**src/rtl/core/nsqrt_pkg.sv**
```systemverilog
// Shared constants and controller/datapath interface types for the square root core.
// No dependencies.
package nsqrt_pkg;

  localparam int DATA_WIDTH_DEF = 32;
  localparam int FRAC_BITS_DEF  = 16;
  localparam int MAX_STEPS_DEF  = 64;

  localparam int OPERAND_W = 32;
  localparam int ROOT_W    = 32;
  localparam int TOL_W     = 16;

  localparam logic [TOL_W-1:0] TOL_RESET = 16'd7;

  // controller -> datapath
  typedef struct packed {
    logic load;         // capture operand, select first guess, clear step count
    logic div_start;    // set up a division by the current guess
    logic div_step;     // one restoring quotient bit
    logic average;      // new guess = (guess + quotient) / 2
    logic finish_zero;  // zero operand result
    logic finish_ok;    // converged result
    logic finish_cap;   // step limit result
  } cmd_t;

  // datapath -> controller
  typedef struct packed {
    logic operand_zero;
    logic div_last;
    logic converged;
    logic at_cap;
  } status_t;

endpackage

```
**src/rtl/core/nsqrt_ctrl.sv**
```systemverilog
// Sequencer for the square root core: issues datapath commands per Newton step.
// Depends on nsqrt_pkg (cmd_t, status_t).
module nsqrt_ctrl (
  input  logic               clk,
  input  logic               rst,
  input  logic               start,
  input  nsqrt_pkg::status_t status,
  output nsqrt_pkg::cmd_t    cmd,
  output logic               busy,
  output logic               done
);

  typedef enum logic [1:0] {
    IDLE,
    DIVIDE,
    AVERAGE,
    CHECK
  } state_t;

  state_t state;

  always_comb begin
    cmd = '0;
    case (state)
      IDLE: begin
        cmd.load        = start;
        cmd.div_start   = start && !status.operand_zero;
        cmd.finish_zero = start && status.operand_zero;
      end
      DIVIDE:  cmd.div_step = 1'b1;
      AVERAGE: cmd.average  = 1'b1;
      CHECK: begin
        cmd.finish_ok  = status.converged;
        cmd.finish_cap = !status.converged && status.at_cap;
        cmd.div_start  = !status.converged && !status.at_cap;
      end
      default: cmd = '0;
    endcase
  end

  always_ff @(posedge clk) begin
    if (rst) begin
      state <= IDLE;
      busy  <= 1'b0;
      done  <= 1'b0;
    end else begin
      done <= 1'b0;
      case (state)
        IDLE: begin
          if (start) begin
            if (status.operand_zero) begin
              done <= 1'b1;
            end else begin
              state <= DIVIDE;
              busy  <= 1'b1;
            end
          end
        end
        DIVIDE: begin
          if (status.div_last) state <= AVERAGE;
        end
        AVERAGE: state <= CHECK;
        CHECK: begin
          if (status.converged || status.at_cap) begin
            state <= IDLE;
            busy  <= 1'b0;
            done  <= 1'b1;
          end else begin
            state <= DIVIDE;
          end
        end
        default: begin
          state <= IDLE;
          busy  <= 1'b0;
        end
      endcase
    end
  end

endmodule

```
**src/rtl/core/nsqrt_datapath.sv**
```systemverilog
// Datapath for the square root core: operand and guess registers, bit-serial
// restoring divider, averaging, convergence test and tolerance register.
// Depends on nsqrt_pkg.
module nsqrt_datapath #(
  parameter int DATA_WIDTH = nsqrt_pkg::DATA_WIDTH_DEF,
  parameter int FRAC_BITS  = nsqrt_pkg::FRAC_BITS_DEF,
  parameter int MAX_STEPS  = nsqrt_pkg::MAX_STEPS_DEF
) (
  input  logic                                clk,
  input  logic                                rst,
  input  nsqrt_pkg::cmd_t                     cmd,
  output nsqrt_pkg::status_t                  status,
  input  logic [nsqrt_pkg::OPERAND_W-1:0]     operand,
  input  logic                                tol_we,
  input  logic [nsqrt_pkg::TOL_W-1:0]         tol_data,
  output logic [nsqrt_pkg::ROOT_W-1:0]        root,
  output logic                                hit_limit
);

  localparam int W   = DATA_WIDTH;
  localparam int DVW = DATA_WIDTH + FRAC_BITS;
  localparam int DCW = $clog2(DVW);
  localparam int SCW = $clog2(MAX_STEPS + 1);
  localparam int CW  = (W > nsqrt_pkg::TOL_W) ? W : nsqrt_pkg::TOL_W;

  logic [W-1:0]                 x_reg;
  logic [W-1:0]                 guess;
  logic [W-1:0]                 next_g;
  logic [DVW-1:0]               dividend;
  logic [W-1:0]                 rem;
  logic [W-1:0]                 quo;
  logic                         sat;
  logic [DCW-1:0]               bit_cnt;
  logic [SCW-1:0]               steps;
  logic [nsqrt_pkg::TOL_W-1:0]  tol;

  logic [W-1:0] x_in;
  logic [W-1:0] x_half;
  logic [W-1:0] guess_next;
  logic [W:0]   rem_sh;
  logic         ge;
  logic [W-1:0] quo_eff;
  logic [W:0]   sum;
  logic [W-1:0] diff;

  assign x_in   = cmd.load ? W'(operand) : x_reg;
  assign x_half = x_in >> 1;

  // guess for the next division: first guess on load, refined guess otherwise
  always_comb begin
    if (cmd.load) guess_next = (x_half == '0) ? W'(1) : x_half;
    else          guess_next = (next_g == '0) ? W'(1) : next_g;
  end

  assign rem_sh  = {rem, dividend[DVW-1]};
  assign ge      = rem_sh >= {1'b0, guess};
  assign quo_eff = sat ? '1 : quo;
  assign sum     = {1'b0, guess} + {1'b0, quo_eff};
  assign diff    = (guess > next_g) ? (guess - next_g) : (next_g - guess);

  assign status.operand_zero = (W'(operand) == '0);
  assign status.div_last     = (bit_cnt == '0);
  assign status.converged    = CW'(diff) < CW'(tol);
  assign status.at_cap       = (steps == SCW'(MAX_STEPS));

  always_ff @(posedge clk) begin
    if (rst) begin
      tol <= nsqrt_pkg::TOL_RESET;
    end else if (tol_we) begin
      tol <= tol_data;
    end
  end

  always_ff @(posedge clk) begin
    if (cmd.load) begin
      x_reg <= x_in;
      steps <= '0;
    end
    if (cmd.div_start) begin
      guess    <= guess_next;
      dividend <= DVW'(x_in) << FRAC_BITS;
      rem      <= '0;
      quo      <= '0;
      sat      <= 1'b0;
      bit_cnt  <= DCW'(DVW - 1);
    end
    if (cmd.div_step) begin
      rem      <= ge ? W'(rem_sh - {1'b0, guess}) : rem_sh[W-1:0];
      dividend <= dividend << 1;
      sat      <= sat | quo[W-1];   // a quotient bit shifted out: saturate
      quo      <= {quo[W-2:0], ge};
      bit_cnt  <= bit_cnt - 1'b1;
    end
    if (cmd.average) begin
      next_g <= sum[W:1];
      steps  <= steps + 1'b1;
    end
    if (cmd.finish_zero) begin
      root      <= '0;
      hit_limit <= 1'b0;
    end
    if (cmd.finish_ok || cmd.finish_cap) begin
      root      <= nsqrt_pkg::ROOT_W'(next_g);
      hit_limit <= cmd.finish_cap;
    end
  end

endmodule

```
**src/rtl/core/newton_square_root_core.sv**
```systemverilog
// Top level of the Newton-Raphson square root core (unsigned fixed point).
// Depends on nsqrt_pkg, nsqrt_ctrl and nsqrt_datapath.
//
// A request is taken when start is high and busy is low. Each request gives
// one result: root and hit_limit are valid from the cycle in which done is
// high; done is a one-cycle strobe. The receiver cannot stall them, so
// capture them then. A zero operand answers in the cycle after the request.
// Otherwise each Newton step is a division by the current guess in the
// bit-serial restoring divider, which forms one quotient bit per cycle,
// followed by an averaging state and a test state. A search takes at most
// MAX_STEPS Newton steps; hit_limit flags a search that ran the full
// MAX_STEPS without meeting the tolerance. tolerance may be written only
// while busy is low; cfg_ready is low while a request is in progress.
module newton_square_root_core #(
  parameter int DATA_WIDTH = nsqrt_pkg::DATA_WIDTH_DEF,
  parameter int FRAC_BITS  = nsqrt_pkg::FRAC_BITS_DEF,
  parameter int MAX_STEPS  = nsqrt_pkg::MAX_STEPS_DEF
) (
  input  logic                             clk,
  input  logic                             rst,
  input  logic                             start,
  output logic                             busy,
  input  logic [nsqrt_pkg::OPERAND_W-1:0]  operand,
  output logic                             done,
  output logic [nsqrt_pkg::ROOT_W-1:0]     root,
  output logic                             hit_limit,
  input  logic                             cfg_valid,
  output logic                             cfg_ready,
  input  logic [nsqrt_pkg::TOL_W-1:0]      tolerance
);

  nsqrt_pkg::cmd_t    cmd;
  nsqrt_pkg::status_t status;

  assign cfg_ready = !busy;

  nsqrt_ctrl u_ctrl (
    .clk    (clk),
    .rst    (rst),
    .start  (start),
    .status (status),
    .cmd    (cmd),
    .busy   (busy),
    .done   (done)
  );

  nsqrt_datapath #(
    .DATA_WIDTH (DATA_WIDTH),
    .FRAC_BITS  (FRAC_BITS),
    .MAX_STEPS  (MAX_STEPS)
  ) u_datapath (
    .clk       (clk),
    .rst       (rst),
    .cmd       (cmd),
    .status    (status),
    .operand   (operand),
    .tol_we    (cfg_valid && cfg_ready),
    .tol_data  (tolerance),
    .root      (root),
    .hit_limit (hit_limit)
  );

endmodule

```
**config.mk**
```make
export PLATFORM = sky130hd
export DESIGN_NAME = newton_square_root_core
export DESIGN_NICKNAME = d
export VERILOG_FILES = /design/src/rtl/core/nsqrt_pkg.sv /design/src/rtl/core/nsqrt_ctrl.sv /design/src/rtl/core/nsqrt_datapath.sv /design/src/rtl/core/newton_square_root_core.sv
export SDC_FILE = /design/constraint.sdc
export NUM_CORES = 1
export LEC_CHECK = 0
export BUFFER_PORTS_ARGS = -buffer_cell sky130_fd_sc_hd__buf_2
export CAP_MARGIN = 20
export CORE_ASPECT_RATIO = 0.6
export CORE_MARGIN = 2
export CORE_UTILIZATION = 60
export DETAILED_ROUTE_END_ITERATION = 7
export PLACE_DENSITY_LB_ADDON = 0.15
export RECOVER_POWER = 100
export SLEW_MARGIN = 20
export SYNTH_ARGS = -nofsm -noshare
export SYNTH_HDL_FRONTEND = slang
export SYNTH_SLANG_ARGS = --single-unit
```
**constraint.sdc**
```tcl
create_clock -name clk -period 14.28 [get_ports clk]
set_input_delay 1.428 -clock clk [delete_from_list [all_inputs] [get_ports clk]]
set_output_delay 1.428 -clock clk [all_outputs]
set_load 0.02 [all_outputs]
```
==> results.md <==
* Register area share after synthesis at 0.427
* Placer congestion estimate at 0.976
* Pin slew with the least headroom to its limit at 4000 ps
* Arrival time of data at the critical path endpoint at 9830 ps
* Placement row count at 48
* Number of standard cells in the final layout excluding fillers at 2299
* Total number of clock tree sinks at 259
* Number of CTS-inserted buffers at 26
* Status: complete, but fails checks
* Core area at 28900 sq um
* Crit path max-delay family: compound AO/OA/AOI/OAI gates
* Total die area at 31000 sq um
* DRC violation count after routing at 0
* Maximum clock frequency at 103 MHz
* TritonCTS clock tree: done
* Clock-pin slew on the worst setup and hold paths at 70 ps
* Worst Path Required at 14420 ps
* Area grow syn2layout at 8.28%
* Critical path launch point type: flip-flop
* Number of enable-type register cells in the synthesized netlist at 239
* Max cap viols at 9
* Via count of the first global-routing pass at 12958
* Total count of hold-check failures in the final report at 0
* Depth of the CTS H-tree at 1
* Source-to-sink clock delay at the later pin of the worst-skew pair at 580 ps
* Number of distinct library cells after synthesis at 80
* Detailed Place HPWL at 38700 um
* Top-count cell post-synth: sky130_fd_sc_hd__edfxtp_1
* RSZ-0062 raised after global routing: false
* Number of placed cells counting well taps at 2250
* Accumulated negative setup slack at 0 ps
* Filler Cells Inserted at 2349
* Fraction of layout cells with a size suffix above 1 at 0.0938
* Setup violators final at 0
* Failing checks: max-capacitance violations, max-slew violations
* GRT Total Usage at 0.329
* Syn Area/Cell at 9.69 sq um
* Port bufs at 87
* Share of the synthesized area in the top cell type at 0.404
* Die extent in y at 137 um
* Critical path start-end classification: flip-flop to flip-flop
* Number of optimization iterations in the first detailed-route pass at 6
* Total global routing overflow at 0
* Share of flip-flops with an asynchronous set or reset after synthesis at 0
* Path category of the worst min-delay check: flip-flop to flip-flop
* Drt via density at 6.16
* Wire length after detailed routing at 50800 um
* I/O pin count at 88
* Worst Setup End Kind: flip-flop
* Starting density of the core at 0.614
* Post-synthesis instance area at 17800 sq um
* Number of gates given a new drive strength after cts at 0
* Post-route clock period utilization at 0.678
* Commonest cells post-synth: 239 x sky130_fd_sc_hd__edfxtp_1, 235 x sky130_fd_sc_hd__nand2_1, 149 x sky130_fd_sc_hd__ha_1
* Number of nets with antenna violations after detailed routing at 0
* Average wire per standard cell at 22.1 um
* Synth Instances at 1833
* Drt first-iter violations at 1666
* Worst Clk Skew at 22.9 ps
* Buffers inserted by post-CTS timing repair at 0
* CTS root buffer: sky130_fd_sc_hd__clkbuf_16
* Max-Slew Margin vs Limit at -1.67
* Post-CTS Hold Fix Bufs at 0
* Most area-hungry cell type in the Yosys netlist: sky130_fd_sc_hd__edfxtp_1
* Count of buffering cells on the critical path with inverters included at 1
* Die X-Extent at 226 um
* Largest net degree at the start of global routing at 96
* Net count, final at 2083
* DR vias at 14155
* Delay of the slowest cell on the worst path at 1800 ps
* Yosys Warn Count at 0
* Number of buffers on the longest clock path at 3
* Wire length of the first global-routing pass at 76900 um
* Maximum net fanout on the critical path at 39
* Number of antenna violations at the first check in global routing at 2
* Max Slew Vio Count at 427
* Syn nets at 2038
* Critical-path top delay cell: sky130_fd_sc_hd__or2_0
* Final period demand of the worst path at 9690 ps
* Cells taking the most area after synthesis: sky130_fd_sc_hd__edfxtp_1 40%, sky130_fd_sc_hd__ha_1 10%, sky130_fd_sc_hd__nand2_1 5.0%
* Synthesized flop and latch total at 259
* Top flip-flop cell by instance count after synthesis: sky130_fd_sc_hd__edfxtp_1
[tightest hold or removal path: stages, from the launching register on]
cell and delay [ps]:
sky130_fd_sc_hd__dfxtp_1 310, sky130_fd_sc_hd__nand2_1 50, sky130_fd_sc_hd__a21oi_1 50
[per-stage QoR]
stage | worst slack, ps | utilization | instance area, sq um | hold WS, ps
floorplan | 1660 | - | 17800 | 436
global placement | 6980 | 0.636 | 18400 | 444
detailed placement | 6840 | 0.636 | 18400 | 449
CTS | 6830 | 0.668 | 19300 | 458
global route | 3770 | 0.664 | 19200 | 478
finish | 4590 | 0.664 | 19200 | 454
[cells in the final DEF (no fill, tap or decap), types with 8 or more instances in the layout]
cell type	count
sky130_fd_sc_hd__xnor2_1	56
sky130_fd_sc_hd__or2_2	35
sky130_fd_sc_hd__o21a_1	19
sky130_fd_sc_hd__ha_1	149
sky130_fd_sc_hd__edfxtp_1	239
sky130_fd_sc_hd__dfxtp_1	20
sky130_fd_sc_hd__and3_1	10
sky130_fd_sc_hd__a22o_1	30
sky130_fd_sc_hd__and2_0	83
sky130_fd_sc_hd__nor2_1	91
sky130_fd_sc_hd__mux2i_1	19
sky130_fd_sc_hd__a21oi_1	145
sky130_fd_sc_hd__xor2_1	32
sky130_fd_sc_hd__o21bai_1	22
sky130_fd_sc_hd__nor4_1	29
sky130_fd_sc_hd__buf_2	48
sky130_fd_sc_hd__nor2b_1	18
sky130_fd_sc_hd__a31oi_1	8
sky130_fd_sc_hd__and2_1	17
sky130_fd_sc_hd__clkbuf_1	50
sky130_fd_sc_hd__nand2b_1	23
sky130_fd_sc_hd__nor3_1	19
sky130_fd_sc_hd__o21ai_0	88
sky130_fd_sc_hd__nand3_1	31
sky130_fd_sc_hd__nand4_1	27
sky130_fd_sc_hd__mux2_2	31
sky130_fd_sc_hd__inv_1	122
sky130_fd_sc_hd__clkbuf_16	26
sky130_fd_sc_hd__nand2_1	235
sky130_fd_sc_hd__a21o_1	43
sky130_fd_sc_hd__a211oi_1	9
sky130_fd_sc_hd__o31ai_1	9
[path summary, 6_finish.rpt]
path	startpoint	to	slack, ps	depth (start not counted)
max	u_datapath.guess[7]	u_datapath.root[21]	4590	28
min	u_datapath.tol[10]	u_datapath.tol[10]	450	2
max reg2reg	u_datapath.guess[7]	u_datapath.root[21]	4590	28
min reg2reg	u_datapath.tol[10]	u_datapath.tol[10]	450	2
[final cells by class]
| cell class | instances | area (sq um) | share of cell area |
|---|---|---|---|
| multi-input cells | 1375 | 9350 | 0.486 |
| clock buffers | 31 | 669 | 0.0348 |
| clock inverters | 17 | 256 | 0.0133 |
| diodes | 1 | 2.50 | 0.000130 |
| flip-flops and latches | 259 | 7580 | 0.394 |
| well taps | 400 | 500 | 0.0260 |
| inverters | 122 | 458 | 0.0238 |
| repair buffers | 94 | 417 | 0.0217 |
[per-layer routing]
metal / up-vias / track usage / part of all wire
met5: - / 0 / 0.00053
met4: 4 / 0.0720 / 0.021
met3: 72 / 0.126 / 0.13
met2: 696 / 0.416 / 0.36
met1: 6710 / 0.517 / 0.48
li1: 6673 / - / -
[cell families (layout without fill, tap and decap cells)]
| logic type | after synthesis | after routing | share of synthesized area |
|---|---|---|---|
| xor gates and xnor gates | 88 | 88 | 0.0434 |
| AOI/OAI and AO/OA | 443 | 443 | 0.162 |
| other | 0 | 1 | 0 |
| muxes | 52 | 52 | 0.0316 |
| adders and majority gates | 153 | 153 | 0.109 |
| buffers and inverters | 199 | 264 | 0.0472 |
| and+or+nand+nor | 639 | 639 | 0.179 |
| DFF | 259 | 259 | 0.427 |
Power is left out: the tool's default activity adds up to more than one toggle a clock period on the data nets, which glitch-free logic cannot reach.
